### src/rtl/bmp_rgb565_stream_decoder_macros.svh
// assertion helpers, compiled out for synthesis
`ifndef BMP_RGB565_STREAM_DECODER_MACROS_SVH
`define BMP_RGB565_STREAM_DECODER_MACROS_SVH
`ifndef SYNTHESIS
`define BMP_ASSERT(lbl, prop, msg) \
    lbl: assert property (@(posedge aclk) disable iff (!aresetn) prop) else $error(msg);
`define BMP_ASSERT_NEXT(lbl, pre, post, msg) \
    lbl: assert property (@(posedge aclk) disable iff (!aresetn) (pre) |=> (post)) else $error(msg);
`else
`define BMP_ASSERT(lbl, prop, msg)
`define BMP_ASSERT_NEXT(lbl, pre, post, msg)
`endif
`endif

### src/rtl/bmp_dec_pkg.sv
`timescale 1ns / 1ps
package bmp_dec_pkg;

    localparam int MAX_SIDE_DEF = 128;

    localparam int HDR_LEN = 54;
    localparam int HDR_W   = 6;

    // byte offsets of the header fields
    localparam int OFF_SIG    = 0;
    localparam int OFF_DATA   = 10;
    localparam int OFF_INFO   = 14;
    localparam int OFF_WIDTH  = 18;
    localparam int OFF_HEIGHT = 22;
    localparam int OFF_BPP    = 28;
    localparam int OFF_COMP   = 30;

    localparam logic [15:0] SIG_BM         = 16'h4D42;
    localparam logic [31:0] INFO_MIN       = 32'd40;
    localparam logic [15:0] BPP_RGB565     = 16'd16;
    localparam logic [31:0] COMP_BITFIELDS = 32'd3;

    localparam int CAP_W = 15;
    localparam logic [CAP_W-1:0] CAP_RESET = 15'd16384;

    localparam int IDX_W    = 14;
    localparam int TDATA_W  = 56;

    localparam logic [3:0] ST_OK       = 4'd0;
    localparam logic [3:0] ST_SHORT    = 4'd1;
    localparam logic [3:0] ST_SIG      = 4'd2;
    localparam logic [3:0] ST_INFO     = 4'd3;
    localparam logic [3:0] ST_DIMS     = 4'd4;
    localparam logic [3:0] ST_DEPTH    = 4'd5;
    localparam logic [3:0] ST_COMP     = 4'd6;
    localparam logic [3:0] ST_CAP      = 4'd7;
    localparam logic [3:0] ST_DATA     = 4'd8;

    typedef struct packed {
        logic             kind;
        logic [IDX_W-1:0] index;
        logic [15:0]      value;
        logic [3:0]       status;
        logic [7:0]       width;
        logic [7:0]       height;
        logic             last;
    } result_t;

    typedef struct packed {
        logic [1:0] cnt;
        result_t    r0;
        result_t    r1;
    } step_t;

endpackage

### src/rtl/bmp_dec_core.sv
`timescale 1ns / 1ps
`include "bmp_rgb565_stream_decoder_macros.svh"
module bmp_dec_core import bmp_dec_pkg::*; #(
    parameter int MAX_SIDE = MAX_SIDE_DEF
) (
    input  logic             aclk,
    input  logic             aresetn,
    input  logic             step_en,
    input  logic             in_kind,
    input  logic [7:0]       in_byte,
    input  logic [CAP_W-1:0] capacity,
    output step_t            step
);

    localparam int SIDE_W = $clog2(MAX_SIDE + 1);
    localparam int POS_W  = (MAX_SIDE > 1) ? $clog2(MAX_SIDE) : 1;
    localparam int AREA_W = 2 * SIDE_W;
    localparam int LIN_W  = POS_W + SIDE_W;

    localparam logic [1:0] PH_HEADER = 2'd0;
    localparam logic [1:0] PH_SEEK   = 2'd1;
    localparam logic [1:0] PH_PIXELS = 2'd2;
    localparam logic [1:0] PH_DONE   = 2'd3;

    logic [1:0]       phase_reg, phase_next;
    logic [31:0]      fpos_reg, fpos_next;
    logic [POS_W-1:0] row_reg, row_next;
    logic [POS_W-1:0] col_reg, col_next;
    logic [1:0]       pad_reg, pad_next;
    logic             half_reg, half_next;
    logic [7:0]       hold_reg, hold_next;

    logic [15:0] sig_reg;
    logic [31:0] off_reg;
    logic [31:0] info_reg;
    logic [31:0] w_reg;
    logic [31:0] h_reg;
    logic [15:0] bpp_reg;
    logic [31:0] comp_reg;

    logic [SIDE_W-1:0] w_side, h_side, col_inc;
    logic [AREA_W-1:0] area;
    logic [LIN_W-1:0]  lin;
    logic [31:0]       fpos_inc;
    logic [7:0]        w8, h8;
    logic              dims_ok;
    logic [3:0]        hdr_status;

    logic       rep_en, rep_dims, pix_en, row_end;
    logic [3:0] rep_st;
    result_t    rep_res, pix_res;

    assign w_side   = w_reg[SIDE_W-1:0];
    assign h_side   = h_reg[SIDE_W-1:0];
    assign w8       = 8'(w_side);
    assign h8       = 8'(h_side);
    assign dims_ok  = (w_reg != '0) && (w_reg <= 32'(MAX_SIDE))
                   && (h_reg != '0) && (h_reg <= 32'(MAX_SIDE));
    assign area     = AREA_W'(w_side) * AREA_W'(h_side);
    assign lin      = LIN_W'(row_reg) * LIN_W'(w_side) + LIN_W'(col_reg);
    assign col_inc  = SIDE_W'(col_reg) + SIDE_W'(1);
    assign fpos_inc = fpos_reg + 32'd1;

    always_comb begin
        if (sig_reg != SIG_BM) begin
            hdr_status = ST_SIG;
        end else if (info_reg < INFO_MIN) begin
            hdr_status = ST_INFO;
        end else if (!dims_ok) begin
            hdr_status = ST_DIMS;
        end else if (bpp_reg != BPP_RGB565) begin
            hdr_status = ST_DEPTH;
        end else if (comp_reg != COMP_BITFIELDS) begin
            hdr_status = ST_COMP;
        end else if (32'(area) > 32'(capacity)) begin
            hdr_status = ST_CAP;
        end else begin
            hdr_status = ST_OK;
        end
    end

    always_comb begin
        phase_next = phase_reg;
        fpos_next  = fpos_reg;
        row_next   = row_reg;
        col_next   = col_reg;
        pad_next   = pad_reg;
        half_next  = half_reg;
        hold_next  = hold_reg;
        rep_en     = 1'b0;
        rep_st     = ST_OK;
        rep_dims   = 1'b0;
        pix_en     = 1'b0;
        row_end    = 1'b0;

        unique case (phase_reg)
            PH_HEADER: begin
                if (in_kind) begin
                    rep_en = 1'b1;
                    rep_st = ST_SHORT;
                end else begin
                    fpos_next = fpos_inc;
                    if (fpos_reg == 32'(HDR_LEN - 1)) begin
                        if (hdr_status != ST_OK) begin
                            rep_en   = 1'b1;
                            rep_st   = hdr_status;
                            rep_dims = (hdr_status >= ST_DEPTH);
                        end else begin
                            row_next  = POS_W'(h_side - SIDE_W'(1));
                            col_next  = '0;
                            pad_next  = 2'd0;
                            half_next = 1'b0;
                            if (off_reg < 32'(HDR_LEN)) begin
                                rep_en   = 1'b1;
                                rep_st   = ST_DATA;
                                rep_dims = 1'b1;
                            end else if (off_reg == 32'(HDR_LEN)) begin
                                phase_next = PH_PIXELS;
                            end else begin
                                phase_next = PH_SEEK;
                            end
                        end
                    end
                end
            end
            PH_SEEK: begin
                if (in_kind) begin
                    rep_en   = 1'b1;
                    rep_st   = ST_DATA;
                    rep_dims = 1'b1;
                end else begin
                    fpos_next = fpos_inc;
                    if (fpos_inc == off_reg) begin
                        phase_next = PH_PIXELS;
                    end
                end
            end
            PH_PIXELS: begin
                if (in_kind) begin
                    rep_en   = 1'b1;
                    rep_st   = ST_DATA;
                    rep_dims = 1'b1;
                end else if (pad_reg != 2'd0) begin
                    pad_next = pad_reg - 2'd1;
                    row_end  = (pad_reg == 2'd1);
                end else if (!half_reg) begin
                    hold_next = in_byte;
                    half_next = 1'b1;
                end else begin
                    half_next = 1'b0;
                    pix_en    = 1'b1;
                    if (col_inc == w_side) begin
                        col_next = '0;
                        pad_next = w_side[0] ? 2'd2 : 2'd0;
                        row_end  = !w_side[0];
                    end else begin
                        col_next = POS_W'(col_inc);
                    end
                end
            end
            PH_DONE: begin
            end
        endcase

        // end of a row, the top one closes the run
        if (row_end) begin
            if (row_reg == '0) begin
                rep_en   = 1'b1;
                rep_st   = ST_OK;
                rep_dims = 1'b1;
            end else begin
                row_next = row_reg - POS_W'(1);
            end
        end
        if (rep_en) begin
            phase_next = PH_DONE;
        end
    end

    always_comb begin
        rep_res        = '0;
        rep_res.kind   = 1'b1;
        rep_res.status = rep_st;
        rep_res.width  = rep_dims ? w8 : 8'd0;
        rep_res.height = rep_dims ? h8 : 8'd0;

        pix_res        = '0;
        pix_res.index  = IDX_W'(lin);
        pix_res.value  = {in_byte, hold_reg};

        step = '0;
        if (pix_en && rep_en) begin
            step.cnt = 2'd2;
            step.r0  = pix_res;
            step.r1  = rep_res;
            step.r1.last = 1'b1;
        end else if (pix_en) begin
            step.cnt = 2'd1;
            step.r0  = pix_res;
            step.r0.last = 1'b1;
        end else if (rep_en) begin
            step.cnt = 2'd1;
            step.r0  = rep_res;
            step.r0.last = 1'b1;
        end
    end

    always_ff @(posedge aclk) begin
        if (!aresetn) begin
            phase_reg <= PH_HEADER;
            fpos_reg  <= '0;
            row_reg   <= '0;
            col_reg   <= '0;
            pad_reg   <= 2'd0;
            half_reg  <= 1'b0;
        end else if (step_en) begin
            phase_reg <= phase_next;
            fpos_reg  <= fpos_next;
            row_reg   <= row_next;
            col_reg   <= col_next;
            pad_reg   <= pad_next;
            half_reg  <= half_next;
        end
    end

    always_ff @(posedge aclk) begin
        if (step_en) begin
            hold_reg <= hold_next;
        end
    end

    // little-endian fields shift in from the top
    always_ff @(posedge aclk) begin
        if (step_en && (phase_reg == PH_HEADER) && !in_kind) begin
            case (fpos_reg[HDR_W-1:0]) inside
                [OFF_SIG:OFF_SIG+1]:       sig_reg  <= {in_byte, sig_reg[15:8]};
                [OFF_DATA:OFF_DATA+3]:     off_reg  <= {in_byte, off_reg[31:8]};
                [OFF_INFO:OFF_INFO+3]:     info_reg <= {in_byte, info_reg[31:8]};
                [OFF_WIDTH:OFF_WIDTH+3]:   w_reg    <= {in_byte, w_reg[31:8]};
                [OFF_HEIGHT:OFF_HEIGHT+3]: h_reg    <= {in_byte, h_reg[31:8]};
                [OFF_BPP:OFF_BPP+1]:       bpp_reg  <= {in_byte, bpp_reg[15:8]};
                [OFF_COMP:OFF_COMP+3]:     comp_reg <= {in_byte, comp_reg[31:8]};
                default: begin
                end
            endcase
        end
    end

    `BMP_ASSERT_NEXT(a_done_sticky, phase_reg == PH_DONE, phase_reg == PH_DONE, "run restarted without reset")
    `BMP_ASSERT(a_pair_order, (step.cnt == 2'd2) |-> (!step.r0.kind && step.r1.kind), "two results must be pixel then report")

endmodule

### src/rtl/bmp_dec_outq.sv
`timescale 1ns / 1ps
`include "bmp_rgb565_stream_decoder_macros.svh"
module bmp_dec_outq import bmp_dec_pkg::*; (
    input  logic       aclk,
    input  logic       aresetn,
    input  step_t      push,
    output logic [1:0] occupancy,
    output logic       out_valid,
    input  logic       out_ready,
    output result_t    head
);

    result_t    slot_reg [2];
    logic       rd_ptr_reg, rd_ptr_next;
    logic       wr_ptr_reg, wr_ptr_next;
    logic [1:0] cnt_reg, cnt_next;
    logic       pop;

    assign out_valid   = (cnt_reg != 2'd0);
    assign pop         = out_valid && out_ready;
    assign head        = slot_reg[rd_ptr_reg];
    assign occupancy   = cnt_reg;
    assign rd_ptr_next = rd_ptr_reg ^ pop;
    assign wr_ptr_next = wr_ptr_reg ^ push.cnt[0];
    assign cnt_next    = cnt_reg + push.cnt - {1'b0, pop};

    always_ff @(posedge aclk) begin
        if (!aresetn) begin
            rd_ptr_reg <= 1'b0;
            wr_ptr_reg <= 1'b0;
            cnt_reg    <= 2'd0;
        end else begin
            rd_ptr_reg <= rd_ptr_next;
            wr_ptr_reg <= wr_ptr_next;
            cnt_reg    <= cnt_next;
        end
    end

    always_ff @(posedge aclk) begin
        if (push.cnt != 2'd0) begin
            slot_reg[wr_ptr_reg] <= push.r0;
        end
        if (push.cnt == 2'd2) begin
            slot_reg[!wr_ptr_reg] <= push.r1;
        end
    end

    `BMP_ASSERT(a_cnt_range, cnt_reg != 2'd3, "result queue overfilled")
    `BMP_ASSERT(a_pair_into_empty, (push.cnt == 2'd2) |-> (cnt_reg == 2'd0), "two results pushed into a busy queue")

endmodule

### src/rtl/bmp_rgb565_stream_decoder.sv
`timescale 1ns / 1ps
`include "bmp_rgb565_stream_decoder_macros.svh"
// a byte accepted is held in the input register, then any result it gives is written to the output queue
// throughput: one byte per cycle, sustained while m_tready stays high
// the step that ends the last unpadded row gives a pixel and the report together
// reset: synchronous on aresetn, clears control state, capacity back to 16384
// after the final report every byte and end mark is taken and dropped until reset
module bmp_rgb565_stream_decoder import bmp_dec_pkg::*; #(
    parameter int MAX_SIDE = MAX_SIDE_DEF
) (
    input  logic               aclk,
    input  logic               aresetn,
    input  logic               s_tvalid,
    output logic               s_tready,
    input  logic [7:0]         s_tdata,   // data_byte
    input  logic               s_tuser,   // kind
    output logic               m_tvalid,
    input  logic               m_tready,
    output logic [TDATA_W-1:0] m_tdata,   // pixel_index, pixel_value, status,
                                          // image_width, image_height, zero fill
    output logic               m_tuser,   // result_kind
    output logic               m_tlast,   // last_of_run
    input  logic               cfg_valid,
    output logic               cfg_ready,
    input  logic [CAP_W-1:0]   cfg_data   // pixel_capacity
);

    logic             in_vld_reg, in_vld_next;
    logic             in_kind_reg;
    logic [7:0]       in_byte_reg;
    logic [CAP_W-1:0] cap_reg;
    logic             fire;
    logic [1:0]       q_occ;
    step_t            core_step, q_push;
    result_t          q_head;

    assign cfg_ready   = 1'b1;
    assign fire        = in_vld_reg && (({1'b0, q_occ} + {1'b0, core_step.cnt}) <= 3'd2);
    assign s_tready    = !in_vld_reg || fire;
    assign in_vld_next = (s_tvalid && s_tready) ? 1'b1 : (fire ? 1'b0 : in_vld_reg);
    assign q_push      = fire ? core_step : '0;

    always_ff @(posedge aclk) begin
        if (!aresetn) begin
            in_vld_reg <= 1'b0;
            cap_reg    <= CAP_RESET;
        end else begin
            in_vld_reg <= in_vld_next;
            if (cfg_valid && cfg_ready) begin
                cap_reg <= cfg_data;
            end
        end
    end

    always_ff @(posedge aclk) begin
        if (s_tvalid && s_tready) begin
            in_kind_reg <= s_tuser;
            in_byte_reg <= s_tdata;
        end
    end

    bmp_dec_core #(
        .MAX_SIDE(MAX_SIDE)
    ) u_core (
        .aclk     (aclk),
        .aresetn  (aresetn),
        .step_en  (fire),
        .in_kind  (in_kind_reg),
        .in_byte  (in_byte_reg),
        .capacity (cap_reg),
        .step     (core_step)
    );

    bmp_dec_outq u_outq (
        .aclk      (aclk),
        .aresetn   (aresetn),
        .push      (q_push),
        .occupancy (q_occ),
        .out_valid (m_tvalid),
        .out_ready (m_tready),
        .head      (q_head)
    );

    assign m_tuser = q_head.kind;
    assign m_tlast = q_head.last;
    assign m_tdata = {6'd0, q_head.height, q_head.width, q_head.status,
                      q_head.value, q_head.index};

    `BMP_ASSERT_NEXT(a_accept_loads, s_tvalid && s_tready, in_vld_reg, "accepted request not held")

endmodule

### config.mk
export PLATFORM = sky130hd
export DESIGN_NAME = bmp_rgb565_stream_decoder
export DESIGN_NICKNAME = d
export VERILOG_FILES = /design/src/rtl/bmp_dec_pkg.sv /design/src/rtl/bmp_dec_core.sv /design/src/rtl/bmp_dec_outq.sv /design/src/rtl/bmp_rgb565_stream_decoder.sv
export VERILOG_INCLUDE_DIRS = /design/src /design/src/rtl
export SDC_FILE = /design/constraint.sdc
export NUM_CORES = 1
export LEC_CHECK = 0
export ABC_AREA = 1
export ABC_CLOCK_PERIOD_IN_PS = 18640
export BUFFER_PORTS_ARGS = -buffer_cell sky130_fd_sc_hd__buf_2
export CORE_MARGIN = 1.5
export CORE_UTILIZATION = 55
export DETAILED_ROUTE_END_ITERATION = 10
export PLACE_DENSITY = 0.72
export SETUP_SLACK_MARGIN = 0.02
export SLEW_MARGIN = 25
export SYNTH_ARGS = -nofsm -noshare
export SYNTH_HDL_FRONTEND = slang
export SYNTH_HIERARCHICAL = 1
export SYNTH_SLANG_ARGS = --single-unit
### constraint.sdc
create_clock -name aclk -period 18.64 [get_ports aclk]
set_input_delay 1.864 -clock aclk [delete_from_list [all_inputs] [get_ports aclk]]
set_output_delay 1.864 -clock aclk [all_outputs]
set_load 0.05 [all_outputs]
# Word level (Yosys, flattened, before mapping)
# Memories as Yosys holds them, arrays and structs flattened. A register that Yosys moved wholly into a read port is not among the register bits.
# Cells that the tools add are included.
[op_classes]
reduce_logical = 47
add_sub_neg = 9
n_lt_le_gt_ge = 21
n_bitwise = 11
mul = 2
mux = 90
n_eq_ne = 25
[op_table]
columns = ["cell", "count"]
rows = [
  ["two-way mux 54 bit", 2],
  ["two-way mux 106 bit", 1],
  ["two-way mux 7 bit", 13],
  ["== test 32 x 6 -> 1 bit, second input constant", 2],
  ["less-or-equal comparator 32 x 8 -> 1 bit, second input constant", 2],
  ["less-than comparator 32 x 6 -> 1 bit, second input constant", 2],
  ["nonzero test 32 bit", 2],
  ["two-way mux 53 bit", 1],
  ["two-way mux 52 bit", 1],
  ["two-way mux 1 bit", 34],
  ["adder 32 x 1 -> 32 bit, second input constant", 1],
  ["== test 32 bit", 1],
  ["two-way mux 2 bit", 16],
  ["!= test 32 x 2 -> 1 bit, second input constant", 1],
  ["AND reduction 8 bit", 4],
  ["two-way mux 4 bit", 7],
  [">= comparator 6 x 5 -> 1 bit, second input constant", 4],
  ["less-or-equal comparator 6 x 5 -> 1 bit, second input constant", 4],
  ["two-way mux 3 bit", 6],
  ["greater-than comparator 16 x 15 -> 1 bit", 1],
  ["logical AND 1 bit", 16],
  ["multiplier 8 x 8 -> 16 bit", 1],
  ["two-way mux 8 bit", 2],
  ["!= test 16 x 15 -> 1 bit, second input constant", 1],
  ["43 further kinds", 80],
]
[word_totals]
regBits = 280
out_inout_bits = 61
memories = 1
in_bits = 29
ram_bits = 104
elab_cells = 227
[memory_table]
columns = ["name", "words", "width", "rd", "rd_clocked_by_memory_dff", "wr", "line_no", "rtl"]
rows = [
  ["u_outq.slot_reg", 2, 52, 1, 1, 2, "bmp_dec_outq.sv:13", "result_t slot_reg [2];"],
]

# Longest topological paths before layout
# Gate-level depths: netlist (run 1).
[depth]
ltp_word = 26
depth_mapped = 58
ltp_nobuf = 53

# By module
# The synthesis (run 1) kept the hierarchy.
[modules_own_cells]
columns = ["module", "n_inst", "cells_per_inst", "seq_area_each_um2", "area_each_um2"]
rows = [
  ["bmp_dec_core", 1, 1807, 6936.7, 16336.9],
  ["bmp_dec_outq", 1, 491, 3223.1, 5412.7],
  ["bmp_rgb565_stream_decoder", 1, 318, 590.6, 1803.0],
]

# Worst setup path before layout (run 1)
# Ideal clock, no wire load.
[synth_timing]
kind = "register to register"
startpoint = "register u_core.w_reg[0]"
endpoint = "register u_core.comp_reg[0], enable pin"
period_less_slack_ps = 13562
stages_incl_launch_ff = 48
arrival_ps = 12968
required_time_ps = 18046
n_path_buf = 6
slack_ps = 5078
setup_ps = 594
path_cell_list = "edfxtp_1 -> buf_6 -> clkbuf_1 -> nand2_1 -> fa_1 -> fa_1 -> inv_1 -> fa_1 -> inv_1 -> fa_1 -> inv_1 -> ha_1 -> nand2_1 -> o21ai_0 -> a21oi_1 -> o21bai_1 -> a21o_1 -> a21oi_1 -> (+12 left out) -> nand4_1 -> nand2_1 -> nand2_1 -> nand2_4 -> nand2_2 -> ha_1 -> inv_1 -> buf_4 -> ha_1 -> fa_1 -> nand2_1 -> nand3_2 -> buf_2 -> buf_6 -> inv_1 -> buf_2 -> nand2_1 -> a2111oi_0"
[synth_rtl]
columns = ["element", "line_no", "rtl"]
rows = [
  ["start: declaration", "bmp_dec_core.sv:36", "logic [31:0] w_reg;"],
  ["start signal: assignment", "bmp_dec_core.sv:239", "[OFF_WIDTH:OFF_WIDTH+3]: w_reg <= {in_byte, w_reg[31:8]};"],
  ["end signal: assignment", "bmp_dec_core.sv:242", "[OFF_COMP:OFF_COMP+3]: comp_reg <= {in_byte, comp_reg[31:8]};"],
  ["end: declaration", "bmp_dec_core.sv:39", "logic [31:0] comp_reg;"],
]

==> impl_metrics.toml, run 1 <==
[run_status]
run_status = "completed"

[timing]
final-max-slew-violation-count = 0
setup_tns_ns = 0
worst_slew_margin_rel_pct = 33.2
timing.final.hold_violations = 0
finalHoldWorstSlack_ns = 0.439
rsz0062_at_grt = "no"
period_share_pct = 59.0
max_freq_mhz = 91.0
worst_slew_pin_slew_ns = 0.993
final.setup_skew_ns = 0.0312
shortest_period_the_worst_path_allows_ns = 10.99
report.final.setup_viol = 0

[worst_setup_path]
setup.worst_path.start_class = "flop"
reg2reg_depth = 43
worstSetupEndpoint = "u_outq/slot_reg[1][17]"
critical_path.max_fanout = 84
cp-end-kind = "flop"
critical_path.reg2reg.startpoint = "u_core/w_reg[0]"
worst-r2r-setup-slack_ns = 7.65
cp_class = "reg -> reg"
critical_path.slowest_cell = "sky130_fd_sc_hd__edfxtp_1"
worst_setup_path_startpoint = "u_core/w_reg[0]"
critical_path.max_stage_delay_ns = 0.88
reg2reg_to = "u_outq/slot_reg[1][17]"
critical_path_required_ns = 18.94
worst-endpoint-arrival_ns = 11.29
critical_path.most_common_cell = "sky130_fd_sc_hd__nand2_1"

[power_and_ir_drop]
fraction_of_power_consumed_by_the_clock_network_pct = 38.6
power_switching_share_pct = 29.4
power_density_of_the_placed_cells_nw_per_um2 = 85.8
design_power_total_w = 0.00219
p_sw_w = 0.000645
power_leakage_nw = 10.4
maximum_ir_drop_on_the_vdd_rail_mv = 0.104
power.share.sequential_pct = 44.9
share_comb_of_total_power_pct = 16.5
power_report.internal_total_w = 0.00154

[clock_network]
clock_insertion_delay_worst_skew_ns = 0.59
clkSlewWorstSetupHoldPaths_ns = 0.06
cts.sink_count = 382
cts_buffer_depth = 3
root_cell_of_the_clock_tree = "sky130_fd_sc_hd__clkbuf_16"
cts_htree_levels = 2
postCtsSetupBuffers = 0
post_cts.resized_instances = 0
cts_hold_repair.buffers = 0
number_of_buffers_created_by_cts = 42
tritoncts_clock_tree = "built"

[cells_and_area]
instances_no_fill = 3230
fillCellCount = 3564
total_area_of_multi_input_combinational_cells_um2 = 10100
flow.area_growth_from_synthesis_pct = 8.31
drive_above_1_share_pct = 12.6
stdcell_area_um2 = 25500
largest_register_ff_count = 104
diodes = 0
layout.area.seq_um2 = 10800
final_nets = 2861

[hold_path]
holdCritPathClass = "reg -> reg"

[synthesis]
synth_edf_count = 310
synth_area_per_cell_um2 = 9.00
yosys_warnings = 6
postSynthRegisterBits = 382
synth_simple_gate_area_share_pct = 18.2
post_synth_xor_area_fraction_pct = 2.97
post_synth_inst_count = 2616
syn_area_um2 = 23600
synth-adder-area-share_pct = 11.5
yosys.cell_types.count = 57
synthArstFlopShare_pct = 0
synth_compound_area_share_pct = 6.88
seq_area_frac_synth_pct = 45.6
dominantRegCellSynth = "sky130_fd_sc_hd__edfxtp_1"
synth.area.mux_share_pct = 2.49
synth_top_family_by_area = "simple AND/OR/NAND/NOR gates"

[place]
port-buffer-count = 82
placed_cell_area_um2 = 24100
globalplace.congestion = 0.917
hpwl_um = 37000
post-place-cells = 3153

[floorplanning]
core_um2 = 42100
boundaryPins = 90
rows = 75
fp.dieArea_um2 = 44100
die_width_um = 210
initial_util_pct = 55.9
die_height_um = 210

[global_routing]
via_count_of_the_first_global_routing_pass = 16800
grtUsageTotal_pct = 24.0
globalRoute.totalOverflow = 0
antenna_found_initial = 1
grt_first_pass_wirelength_um = 83900
grt_max_degree = 85

[detailed_routing]
drt_pass_1_iters = 5
vias = 16900
antenna_left = 0
route.detailed.vias_per_inst = 5.24
post-route-drc-count = 0
routed_wire_length_per_instance_um = 16.0
postRouteWirelength_um = 51600
number_of_drc_markers_in_iteration_0 = 1135

[run]
drv_cap = 0
==> logic make-up (layout without fill, tap and decap cells) <==
| family | count (synthesis) | count (layout) |
|---|---|---|
| and+or+nand+nor | 983 | 983 |
| buffers and inverters | 661 | 702 |
| DFF | 382 | 382 |
| AOI/OAI and AO/OA | 281 | 281 |
| adders and majority gates | 174 | 174 |
| xor gates and xnor gates | 80 | 80 |
| muxes | 52 | 52 |
| other | 3 | 37 |
==> per-layer routing <==
| metal | GRT usage (%) | routed length [um] | up-vias |
|---|---|---|---|
| met5 | 0 | 11 | - |
| met3 | 3.34 | 2610 | 99 |
| li1 | - | - | 8344 |
| met1 | 30.3 | 21900 | 8010 |
| met4 | 9.45 | 1700 | 2 |
| met2 | 41.9 | 25300 | 469 |
==> worst min path at each step <==
stage | endpoint | from | cells past startpoint
floorplan | u_core/info_reg[20] | u_core/info_reg[28] | 0
global placement | u_core/info_reg[18] | u_core/info_reg[26] | 0
detailed placement | u_core/info_reg[18] | u_core/info_reg[26] | 0
CTS | u_core/info_reg[18] | u_core/info_reg[26] | 0
global route | u_core/comp_reg[19] | u_core/comp_reg[27] | 0
finish | u_core/info_reg[18] | u_core/info_reg[26] | 0
==> per-stage QoR <==
step / util [%] / worst slack, ns
after detailed placement: 57.2 / 7.72
after global placement: 57.2 / 8.14
after floorplan: - / 5.08
final: 60.5 / 7.65
after CTS: 60.5 / 7.69
after global routing: 60.5 / 6.74
==> worst max-delay path: cells and delay by family (launching register included) <==
family | cells | cell delay [ns]
AND/OR/NAND/NOR | 19 | 2.93
AO/OA/AOI/OAI | 7 | 1.17
adder cells (fa/ha/maj) | 9 | 3.79
XOR/XNOR | 1 | 0.13
buffers and inverters | 7 | 1.65
flip-flops | 1 | 0.88
==> power by group through the flow <==
stage | clock (W) | combinational [W] | sequential [W]
4_1_cts | 0.000860 | 0.000359 | 0.000983
6_report | 0.000846 | 0.000360 | 0.000983
3_5_place_dp | 0 | 0.000357 | 0.00100
5_1_grt | 0.000891 | 0.000390 | 0.000987
3_3_place_gp | 0 | 0.000351 | 0.000999
2_1_floorplan | 0 | 0.000297 | 0.000984
==> layout make-up <==
type	count	share of cell area, %
multi-input combinational	1607	39.7
clock buffer	54	4.46
clock inverter	23	1.11
timing repair buffer	106	2.31
tap	539	2.64
inverter	519	7.64
sequential	382	42.1
==> synth_stat cells (all sizes together), types with 47 or more instances <==
cell type / instances / area, um^2
inv: 518 / 1940
nand2: 460 / 1840
nor2: 344 / 1370
edfxtp: 310 / 9310
o21ai: 168 / 927
ha: 102 / 1280
buf: 93 / 747
dfxtp: 72 / 1440
fa: 72 / 1440
a21oi: 71 / 359
mux2: 52 / 586
xor2: 52 / 455
clkbuf: 49 / 184
nand3: 47 / 255
==> cells in the final DEF, fill, tap and decap left out, drive strengths merged, types with 7 or more instances in the layout <==
cell type and instances:
nand3 47, nor2 344, fa 72, nand2 460
buf 106, nor4 40, nand4 30, o211ai 13
mux2 52, xor2 52, or2 7, clkbuf 54
clkinv 14, a21oi 71, nor3 45, edfxtp 310
inv 518, o21ai 168, xnor2 28, ha 102
dfxtp 72, conb 37
No activity file was read; power rests on OpenSTA's default activity.
==> inputs of run 2 (changes only) <==
--- a/config.mk
+++ b/config.mk
@@ -7,7 +7,7 @@
 export NUM_CORES = 1
 export LEC_CHECK = 0
 export ABC_AREA = 1
-export ABC_CLOCK_PERIOD_IN_PS = 18640
+export ABC_CLOCK_PERIOD_IN_PS = 11200
 export BUFFER_PORTS_ARGS = -buffer_cell sky130_fd_sc_hd__buf_2
 export CORE_MARGIN = 1.5
 export CORE_UTILIZATION = 55
==> constraint.sdc (replaced) <==
create_clock -name aclk -period 11.2 [get_ports aclk]
set_input_delay 1.12 -clock aclk [delete_from_list [all_inputs] [get_ports aclk]]
set_output_delay 1.12 -clock aclk [all_outputs]
set_load 0.05 [all_outputs]
==> impl_metrics.toml, run 2 (synthesis gave the netlist of run 1 again) <==
[clock_network]
cts_hold_repair.buffers = 0
cts.sink_count = 382
postCtsSetupBuffers = 0
number_of_buffers_created_by_cts = 43
clkSlewWorstSetupHoldPaths_ns = 0.06
clock_insertion_delay_worst_skew_ns = 0.57
root_cell_of_the_clock_tree = "sky130_fd_sc_hd__clkbuf_16"
cts_buffer_depth = 3
tritoncts_clock_tree = "built"
post_cts.resized_instances = 0
cts_htree_levels = 2

[run]
drv_cap = 0

[timing]
rsz0062_at_grt = "no"
finalHoldWorstSlack_ns = 0.435
period_share_pct = 91.0
setup_tns_ns = 0
finalWorstSetupSlack_ns = 1.01
shortest_period_the_worst_path_allows_ns = 10.19
final.setup_skew_ns = 0.0239
worst_slew_margin_rel_pct = 41.0
worst_slew_pin_slew_ns = 0.878
timing.final.hold_violations = 0
max_freq_mhz = 98.1
report.final.setup_viol = 0
final-max-slew-violation-count = 0

[cells_and_area]
drive_above_1_share_pct = 12.8
largest_register_ff_count = 104
final_nets = 2870
mostFrequentLayoutCells = "508 x sky130_fd_sc_hd__inv_1, 438 x sky130_fd_sc_hd__nand2_1, 311 x sky130_fd_sc_hd__nor2_1"
layout.core_utilization_pct = 60.8
mostFrequentLayoutCell = "sky130_fd_sc_hd__inv_1"
instances_no_fill = 3237
flow.area_growth_from_synthesis_pct = 8.78
diodes = 0

[worst_setup_path]
setup.worst_path.start_class = "flop"
cp-end-kind = "flop"
critical_path.most_common_cell = "sky130_fd_sc_hd__inv_1"
critical_path.slowest_cell = "sky130_fd_sc_hd__edfxtp_1"
critical_path.max_stage_delay_ns = 0.61
critical_path.max_fanout = 57
critical_path_required_ns = 11.65
worst-endpoint-arrival_ns = 10.64
cp_class = "reg -> reg"

[detailed_routing]
vias = 16800
route.detailed.vias_per_inst = 5.20
number_of_drc_markers_in_iteration_0 = 1224
post-route-drc-count = 0
postRouteWirelength_um = 51500
antenna_left = 0
uppermost_routed_layer = "met4"
met1_length_um = 22000
drt_pass_1_iters = 5
routed_wire_length_per_instance_um = 15.9
met3WireLength_um = 2300
wl_met2_um = 25600

[global_routing]
grt_max_degree = 65
antenna_found_initial = 0
globalRoute.totalOverflow = 0
grt_first_pass_wirelength_um = 83600
grtUsageTotal_pct = 23.9
via_count_of_the_first_global_routing_pass = 16800

[place]
port-buffer-count = 82
hpwl_um = 36800
post-place-cells = 3161
pre_cts_ws_ns = 1.10
globalplace.congestion = 0.942

[floorplanning]
fp.dieArea_um2 = 44100
die_width_um = 210
die_height_um = 210
initial_util_pct = 55.9
rows = 75
boundaryPins = 90
core_um2 = 42100

[power_and_ir_drop]
maximum_ir_drop_on_the_vdd_rail_mv = 0.166
power_leakage_nw = 10.5
power_density_of_the_placed_cells_nw_per_um2 = 142

[run_status]
run_status = "completed"

[hold_path]
holdCritPathClass = "reg -> reg"
==> run 2: cell types whose count changed in the layout (fill, tap and decap cells not counted), moves of 2 or more <==
cell and change:
sky130_fd_sc_hd__inv_6 +4, sky130_fd_sc_hd__clkinv_16 -2, sky130_fd_sc_hd__clkinvlp_4 -5, sky130_fd_sc_hd__buf_4 +6, sky130_fd_sc_hd__bufinv_16 +2, sky130_fd_sc_hd__buf_12 +3
==> run 2: where the power goes <==
part | switching (W) | internal, W
clock | 0.000558 | 0.000858
sequential | 0.0000473 | 0.00158
combinational | 0.000431 | 0.000172
==> run 2: worst paths after layout <==
path | end | cells after the start | start | slack [ns]
worst max-delay path | u_core/fpos_reg[20] | 46 | u_core/w_reg[0] | 1.01
worst min-delay path | u_core/h_reg[6] | 0 | u_core/h_reg[14] | 0.43
worst max register to register | u_core/fpos_reg[20] | 46 | u_core/w_reg[0] | 1.01
worst min register to register | u_core/h_reg[6] | 0 | u_core/h_reg[14] | 0.43
==> run 2: metal layers <==
layer	up-vias	GRT usage [%]
met4	0	8.66
met2	369	42.1
met3	101	3.41
li1	8376	-
met5	-	0
met1	7996	30.1
==> run 2: metrics by stage <==
stage / instance area, um^2 / total power [W]
6_report: 25600 / 0.00365
3_5_place_dp: 24200 / 0.00226
5_1_grt: 25600 / 0.00378
4_1_cts: 25600 / 0.00367
2_1_floorplan: 23700 / 0.00213
3_3_place_gp: 24200 / 0.00224
==> run 2: layout make-up <==
cell class	instances	area [um^2]
Fill cell	3435	16500
Sequential cell	382	10800
Multi-Input combinational cell	1607	10100
Inverter	519	1950
Clock buffer	53	1130
Timing Repair Buffer	114	691
Tap cell	539	674
Clock inverter	23	279
==> run 2: critical path: cells and delay by family, from the launching register on <==
| family | cells | cell delay, ns |
|---|---|---|
| flip-flops | 1 | 0.61 |
| adder cells (fa/ha/maj) | 9 | 3.70 |
| AO/OA/AOI/OAI | 8 | 1.33 |
| XOR/XNOR | 1 | 0.08 |
| buffers and inverters | 10 | 1.81 |
| AND/OR/NAND/NOR | 18 | 2.53 |
==> inputs of run 3 (changes only) <==
--- a/config.mk
+++ b/config.mk
@@ -7,7 +7,7 @@
 export NUM_CORES = 1
 export LEC_CHECK = 0
 export ABC_AREA = 1
-export ABC_CLOCK_PERIOD_IN_PS = 11200
+export ABC_CLOCK_PERIOD_IN_PS = 10100
 export BUFFER_PORTS_ARGS = -buffer_cell sky130_fd_sc_hd__buf_2
 export CORE_MARGIN = 1.5
 export CORE_UTILIZATION = 55
==> constraint.sdc (replaced) <==
create_clock -name aclk -period 10.1 [get_ports aclk]
set_input_delay 1.01 -clock aclk [delete_from_list [all_inputs] [get_ports aclk]]
set_output_delay 1.01 -clock aclk [all_outputs]
set_load 0.05 [all_outputs]
==> impl_metrics.toml, run 3 (synthesis gave the netlist of run 1 again) <==
[run_status]
run_status = "completed"

[cells_and_area]
layout.area.seq_um2 = 10800
total_area_of_multi_input_combinational_cells_um2 = 10200
largest_register_ff_count = 104
fillCellCount = 3397
final_nets = 2890
flow.area_growth_from_synthesis_pct = 9.43
instances_no_fill = 3259
mostFrequentLayoutCells = "507 x sky130_fd_sc_hd__inv_1, 438 x sky130_fd_sc_hd__nand2_1, 311 x sky130_fd_sc_hd__nor2_1"
diodes = 0
drive_above_1_share_pct = 13.5
stdcell_area_um2 = 25800
mostFrequentLayoutCell = "sky130_fd_sc_hd__inv_1"

[global_routing]
via_count_of_the_first_global_routing_pass = 16700
grt_max_degree = 105
globalRoute.totalOverflow = 0
grt_first_pass_wirelength_um = 81200
grtUsageTotal_pct = 23.2
antenna_found_initial = 0

[clock_network]
cts_buffer_depth = 3
number_of_buffers_created_by_cts = 41
clkSlewWorstSetupHoldPaths_ns = 0.06
cts_hold_repair.buffers = 0
clock_insertion_delay_worst_skew_ns = 0.58
tritoncts_clock_tree = "built"
cts_htree_levels = 2
cts.sink_count = 382
root_cell_of_the_clock_tree = "sky130_fd_sc_hd__clkbuf_16"

[timing]
period_share_pct = 93.3
report.final.setup_viol = 0
timing.final.hold_violations = 0
final.setup_skew_ns = 0.0285
shortest_period_the_worst_path_allows_ns = 9.42
worst_slew_pin_slew_ns = 0.901
worst_slew_margin_rel_pct = 39.5
final-max-slew-violation-count = 0
rsz0062_at_grt = "no"
finalWorstSetupSlack_ns = 0.681
max_freq_mhz = 106
finalHoldWorstSlack_ns = 0.439

[worst_setup_path]
reg2reg_to = "u_outq/slot_reg[0][29]"
critical_path.slowest_cell = "sky130_fd_sc_hd__edfxtp_1"
critical_path_required_ns = 9.09
critical_path.max_stage_delay_ns = 0.54
worstSetupEndpoint = "s_tready"
reg2reg_depth = 43
cp_class = "reg -> out"
cp-end-kind = "output pin"
critical_path.reg2reg.startpoint = "u_core/h_reg[4]"
critical_path.max_fanout = 9
critical_path.most_common_cell = "sky130_fd_sc_hd__nand2_1"
worst-r2r-setup-slack_ns = 0.85
worst-endpoint-arrival_ns = 8.41
setup.worst_path.start_class = "flop"
worst_setup_path_startpoint = "u_core/h_reg[4]"

[detailed_routing]
number_of_drc_markers_in_iteration_0 = 1196
route.detailed.vias_per_inst = 5.16
post-route-drc-count = 0
routed_wire_length_per_instance_um = 15.4
drt_pass_1_iters = 5
vias = 16800
antenna_left = 0
postRouteWirelength_um = 50200

[floorplanning]
boundaryPins = 90
fp.dieArea_um2 = 44100
initial_util_pct = 55.9
core_um2 = 42100
rows = 75
die_width_um = 210
die_height_um = 210

[place]
port-buffer-count = 82
globalplace.congestion = 0.897
post-place-cells = 3164
pre_cts_ws_ns = 0.632
hpwl_um = 36000
placed_cell_area_um2 = 24200

[hold_path]
holdCritPathClass = "reg -> reg"

[power_and_ir_drop]
power_leakage_nw = 10.6
design_power_total_w = 0.00401
maximum_ir_drop_on_the_vdd_rail_mv = 0.148
power_density_of_the_placed_cells_nw_per_um2 = 156

[run]
drv_cap = 0
[run 3: through the flow]
stage          utilization, %  setup TNS, ns
5_1_grt                  61.2              0
3_5_place_dp             57.5              0
3_3_place_gp             57.5              0
2_1_floorplan               -         -15.01
4_1_cts                  60.8              0
6_report                 61.2              0
[run 3: layer usage]
layer	track usage [%]	share of wire (%)	wire length, um
met3	3.16	5.0	2530
met4	10.0	3.5	1750
met2	40.1	48	24300
met5	0.111	0	0
met1	29.4	43	21600
[run 3: where the power goes]
| part | switching (W) | total (W) | internal [W] |
|---|---|---|---|
| registers | 0.0000538 | 0.00181 | 0.00175 |
| clock network | 0.000614 | 0.00154 | 0.000922 |
| logic | 0.000478 | 0.000670 | 0.000192 |
| total | 0.00115 | 0.00401 | 0.00287 |
[run 3: timing repair]
action	in CTS	in global routing
gates resized for setup	0	5
endpoints found under the setup margin	0	310
buffers inserted	0	19
[run 3: worst min-delay path by stage]
| stage | from | end | slack (ns) | cells past startpoint |
|---|---|---|---|---|
| floorplan | u_core/info_reg[28] | u_core/info_reg[20] | 0.42 | 0 |
| global placement | u_core/info_reg[29] | u_core/info_reg[21] | 0.42 | 0 |
| detailed placement | u_core/info_reg[29] | u_core/info_reg[21] | 0.43 | 0 |
| CTS | u_core/h_reg[26] | u_core/h_reg[18] | 0.44 | 0 |
| global route | u_core/h_reg[21] | u_core/h_reg[13] | 0.45 | 0 |
| finish | u_core/info_reg[29] | u_core/info_reg[21] | 0.44 | 0 |
[run 3: area by class of cell]
| type | count | share of cell area [%] |
|---|---|---|
| clock buffers | 53 | 4.23 |
| clock inverters | 23 | 1.14 |
| inverters | 519 | 7.57 |
| multi-input cells | 1607 | 39.4 |
| flip-flops and latches | 382 | 41.7 |
| well taps | 539 | 2.62 |
| repair buffers | 136 | 3.33 |
[run 3: critical path, delay by kind of cell, from the launching register on]
family,cells,cell delay [ns]
simple gates,18,1.94
compound gates,6,0.90
buf+inv,7,0.71
flops,1,0.54
xor+xnor,1,0.12
fa+ha+maj,9,3.62
